<file path="src/rtl/ptd_pkg.sv">
// Shared types and constants for the polynomial term deque.
`timescale 1ns / 1ps

package ptd_pkg;

  // Store depth and derived counter width (count must hold CAPACITY itself)
  localparam int CAPACITY    = 64;
  localparam int CNT_W       = $clog2(CAPACITY + 1);
  localparam int DEG_W       = 16;
  localparam int COEF_W      = 32;
  localparam int OUT_INDEX_W = 6;
  localparam int REMOVED_W   = 7;

  // Request codes; code 7 is unused
  typedef enum logic [2:0] {
    OP_PUSH_BACK  = 3'd0,
    OP_PUSH_FRONT = 3'd1,
    OP_POP_BACK   = 3'd2,
    OP_POP_FRONT  = 3'd3,
    OP_REMOVE     = 3'd4,
    OP_FIND       = 3'd5,
    OP_COEF       = 3'd6
  } op_t;

  // Result status codes
  typedef enum logic [1:0] {
    ST_OK       = 2'd0,
    ST_EMPTY    = 2'd1,
    ST_FULL     = 2'd2,
    ST_NOTFOUND = 2'd3
  } status_t;

  // One stored term
  typedef struct packed {
    logic signed [DEG_W-1:0]  degree;
    logic signed [COEF_W-1:0] coef;
  } term_t;

  // What every cell does in a cycle
  typedef enum logic [2:0] {
    M_HOLD  = 3'd0,
    M_LEFT  = 3'd1,
    M_ROT   = 3'd2,
    M_RIGHT = 3'd3,
    M_WRITE = 3'd4
  } cell_mode_t;

  // Per-cell control: shared mode plus the cell's own tail and write selects
  typedef struct packed {
    cell_mode_t mode;
    logic       tail;
    logic       wr;
  } cell_ctl_t;

endpackage

</file>
<file path="src/rtl/ptd_cell.sv">
// One storage cell of the term chain: holds a term and trades with its neighbors.
`timescale 1ns / 1ps

module ptd_cell (
  input  logic              clk,
  input  ptd_pkg::cell_ctl_t ctl,
  input  ptd_pkg::term_t    head,
  input  ptd_pkg::term_t    fill,
  input  ptd_pkg::term_t    left_term,
  input  ptd_pkg::term_t    right_term,
  output ptd_pkg::term_t    term
);
  import ptd_pkg::*;

  term_t term_next;

  // Select the next content from the mode
  always_comb begin
    case (ctl.mode)
      M_HOLD:  term_next = term;
      M_LEFT:  term_next = right_term;
      M_ROT:   term_next = ctl.tail ? head : right_term;
      M_RIGHT: term_next = left_term;
      M_WRITE: term_next = ctl.wr ? fill : term;
      default: term_next = term;
    endcase
  end

  // Hold the term
  always_ff @(posedge clk) begin
    term <= term_next;
  end

endmodule

</file>
<file path="config.mk">
export PLATFORM = sky130hd
export DESIGN_NAME = ptd_cell
export DESIGN_NICKNAME = d
export VERILOG_FILES = /design/src/rtl/ptd_pkg.sv /design/src/rtl/ptd_cell.sv
export SDC_FILE = /design/constraint.sdc
export NUM_CORES = 1
export LEC_CHECK = 0
export ABC_AREA = 1
export BUFFER_PORTS_ARGS = -buffer_cell sky130_fd_sc_hd__buf_2
export CAP_MARGIN = 5
export CORE_MARGIN = 2
export CORE_UTILIZATION = 35
export DETAILED_ROUTE_END_ITERATION = 8
export PLACE_DENSITY = 0.68
export SETUP_SLACK_MARGIN = 0.3
export SLEW_MARGIN = 20
export SYNTH_ARGS = -nofsm -noshare
export SYNTH_HDL_FRONTEND = slang
export SYNTH_SLANG_ARGS = --single-unit
</file>
<file path="constraint.sdc">
create_clock -name clk -period 9 [get_ports clk]
set_input_delay 1.8 -clock clk [delete_from_list [all_inputs] [get_ports clk]]
set_output_delay 1.8 -clock clk [all_outputs]
set_load 0.005 [all_outputs]
</file>
==> qor.yml <==
critical_path:
  path_class: "input pin to flip-flop"
  required_ns: 9.14
  cpMaxStageDelayCell: "nor2_4"
  cp.arrival_ns: 4.37
  slowest_delay_ns: 0.55
  critical_path.startpoint_type: "input pin"
  cp_max_fo: 52
  worst_setup_path_end_kind: "flip-flop"
  cp_top_family: "buffers and inverters"
  path_common_cell: "buf_4"
  crit_chain: "buf_2 -> buf_4 -> inv_4 -> nand2_4 -> nor2_4 -> buf_4 -> nand2_1 -> nand3_1"
  crit_buf_inv: 4
die:
  rows: 38
  fp.dieH_um: 110
  start_util_pct: 36.3
  io_pins: 246
  core-area_mm2: 0.0109
  dieArea_mm2: 0.0122
  die_w_um: 110
timing:
  finalSetupViolations: 0
  max_slew.worst_pin.slew_ns: 0.928
  rsz0062_at_grt: "no"
  min_period_ns: 4.23
  setup_tns_ns: 0
  finalHoldViolCount: 0
  max_freq_ghz: 0.237
  relSlewSlack_pct: 37.9
  drv_slew: 0
  fin_crit_sh_pct: 47.0
synthesis:
  yosys.cell_count.top_type: "nand3_1"
  yosys_register_bits: 48
  synth.top_cells.by_count: "nand3_1 (145), nand2_1 (144), inv_1 (96), o21ai_0 (49)"
  synthesis.nets: 786
  yosys.area.top_type_share_pct: 36.3
  ys_async_sr_fraction_pct: 0
  ys_top_cells_by_area: "edfxtp_1 (36%), nand3_1 (18%), nand2_1 (14%)"
  post-synth-top-area-cell: "edfxtp_1"
  synth_ff_type: "edfxtp_1"
  syn_area_mm2: 0.00397
  yosys_warnings: 0
  yosysSeqAreaShare_pct: 36.3
  avgSynthCellArea_um2: 6.75
  syn_inst: 588
  synth_edf_count: 48
  synthDistinctLibCells: 15
global_routing:
  antenna_found_initial: 1
  grt_max_degree: 97
  grt_use_total_pct: 21.4
  grt_pass1_vias: 4574
  overflow: 0
  grt_pass1_wl_um: 22000
power:
  fin_total_pwr_mw: 0.642
  power_density_mw_per_mm2: 122
  clockPowerShare_pct: 28.1
  irDropWorstVdd_mv: 0.0770
  leakagePower_nw: 2.77
  p_seq_share_pct: 44.8
  pwr-share-comb_pct: 27.2
  p_int_mw: 0.460
  swShare_pct: 28.4
  switchingPower_mw: 0.182
worst_hold_path:
  min_path_type: "input pin to flip-flop"
  holdPathStages: 3
  holdPathEnd: "term[14]"
  hp-start: "right_term[14]"
cts:
  cts.sinks: 48
  cts.path.max_buffers: 2
  clk_pin_slew_ns: 0.06
  cts_max_level: 2
  cts_root_buf: "clkbuf_16"
  cts_setup_buffers: 0
  postCtsHoldBufs: 0
  cts_buffers: 5
  cts_resized: 0
  cts_tree: "yes"
detailed_routing:
  drc: 0
  dr.pass1.iters: 5
  wl_per_cell_um: 14.2
  via_per_inst: 4.99
  ant_nets: 0
  drtIter0Drc: 328
  route.vias.total: 4672
  wirelength_um: 13300
placed_design:
  port_buffers: 245
  gp_congestion: 0.803
  dp_hpwl_um: 9000
final_layout:
  layout-drive-gt1-share_pct: 33.1
  fin_nets: 992
  largestRegisters: "term x48"
  area_growth_pct: 32.6
  largest_register_ffs: 48
  largest_register: "term"
job:
  maxCapViolations: 0
status:
  outcome: "completed"
cell usage in the layout, fill, tap and decap left out:
cell type / instances
o21ai_4: 1
buf_2: 245
nor2_4: 2
o21ai_0: 48
nand3_1: 145
clkinv_1: 1
nand2_4: 1
diode_2: 1
nand2_1: 144
buf_4: 7
inv_1: 96
nand4_1: 48
inv_4: 1
clkbuf_1: 2
nand2_2: 1
edfxtp_1: 48
clkbuf_16: 5
layer usage:
layer	GRT usage, %	routed length, µm
met5	0	0
met4	4.92	193
met3	4.12	1060
met2	38.1	6530
met1	26.6	5470
cells by family after synthesis:
family	after synthesis	synth area share, %
buffers and inverters	150	17.0
DFF	48	36.3
and+or+nand+nor	341	40.5
AOI/OAI and AO/OA	49	6.18
through the flow:
| stage | cells | instance area [µm²] | hold WS, ns | worst slack, ns | util [%] |
|---|---|---|---|---|---|
| 2_1_floorplan | 588 | 3970 | 2.03 | 2.90 | - |
| 5_1_grt | 935 | 5260 | 1.85 | 4.55 | 48.1 |
| 6_report | 936 | 5260 | 1.85 | 4.77 | 48.1 |
| 4_1_cts | 935 | 5260 | 1.84 | 4.75 | 48.1 |
| 3_3_place_gp | 927 | 5120 | 2.13 | 4.50 | 46.9 |
| 3_5_place_dp | 927 | 5120 | 2.14 | 4.45 | 46.9 |
cell type report:
cell class              instances  area, µm²
fillers                      1169       5670
multi-input cells             390       1860
flip-flops and latches         48       1440
repair buffers                252       1280
inverters                      97        367
well taps                     140        175
clock buffers                   7        133
clock inverters                 1       3.75
diodes                          1       2.50
tightest hold or removal path, cell delays in order:
cell and delay (ns):
buf_2 0.08, nand3_1 0.06, nand3_1 0.07
worst max-delay path by stage:
stage / start / endpoint / depth (start not counted)
after CTS: ctl[4] / term[34] / 8
final: ctl[4] / term[29] / 8
after detailed placement: ctl[4] / term[34] / 8
after global routing: ctl[4] / term[34] / 8
after global placement: ctl[4] / term[6] / 8
after floorplan: ctl[4] / term[0] / 3
power groups by stage:
stage | Sequential (mW) | Clock [mW] | Combinational [mW]
2_1_floorplan | 0.298 | 0 | 0.0844
3_3_place_gp | 0.292 | 0 | 0.174
3_5_place_dp | 0.292 | 0 | 0.175
4_1_cts | 0.288 | 0.188 | 0.176
5_1_grt | 0.290 | 0.196 | 0.197
6_report | 0.287 | 0.180 | 0.174
Note: power is estimated with default switching activity, not from simulation.
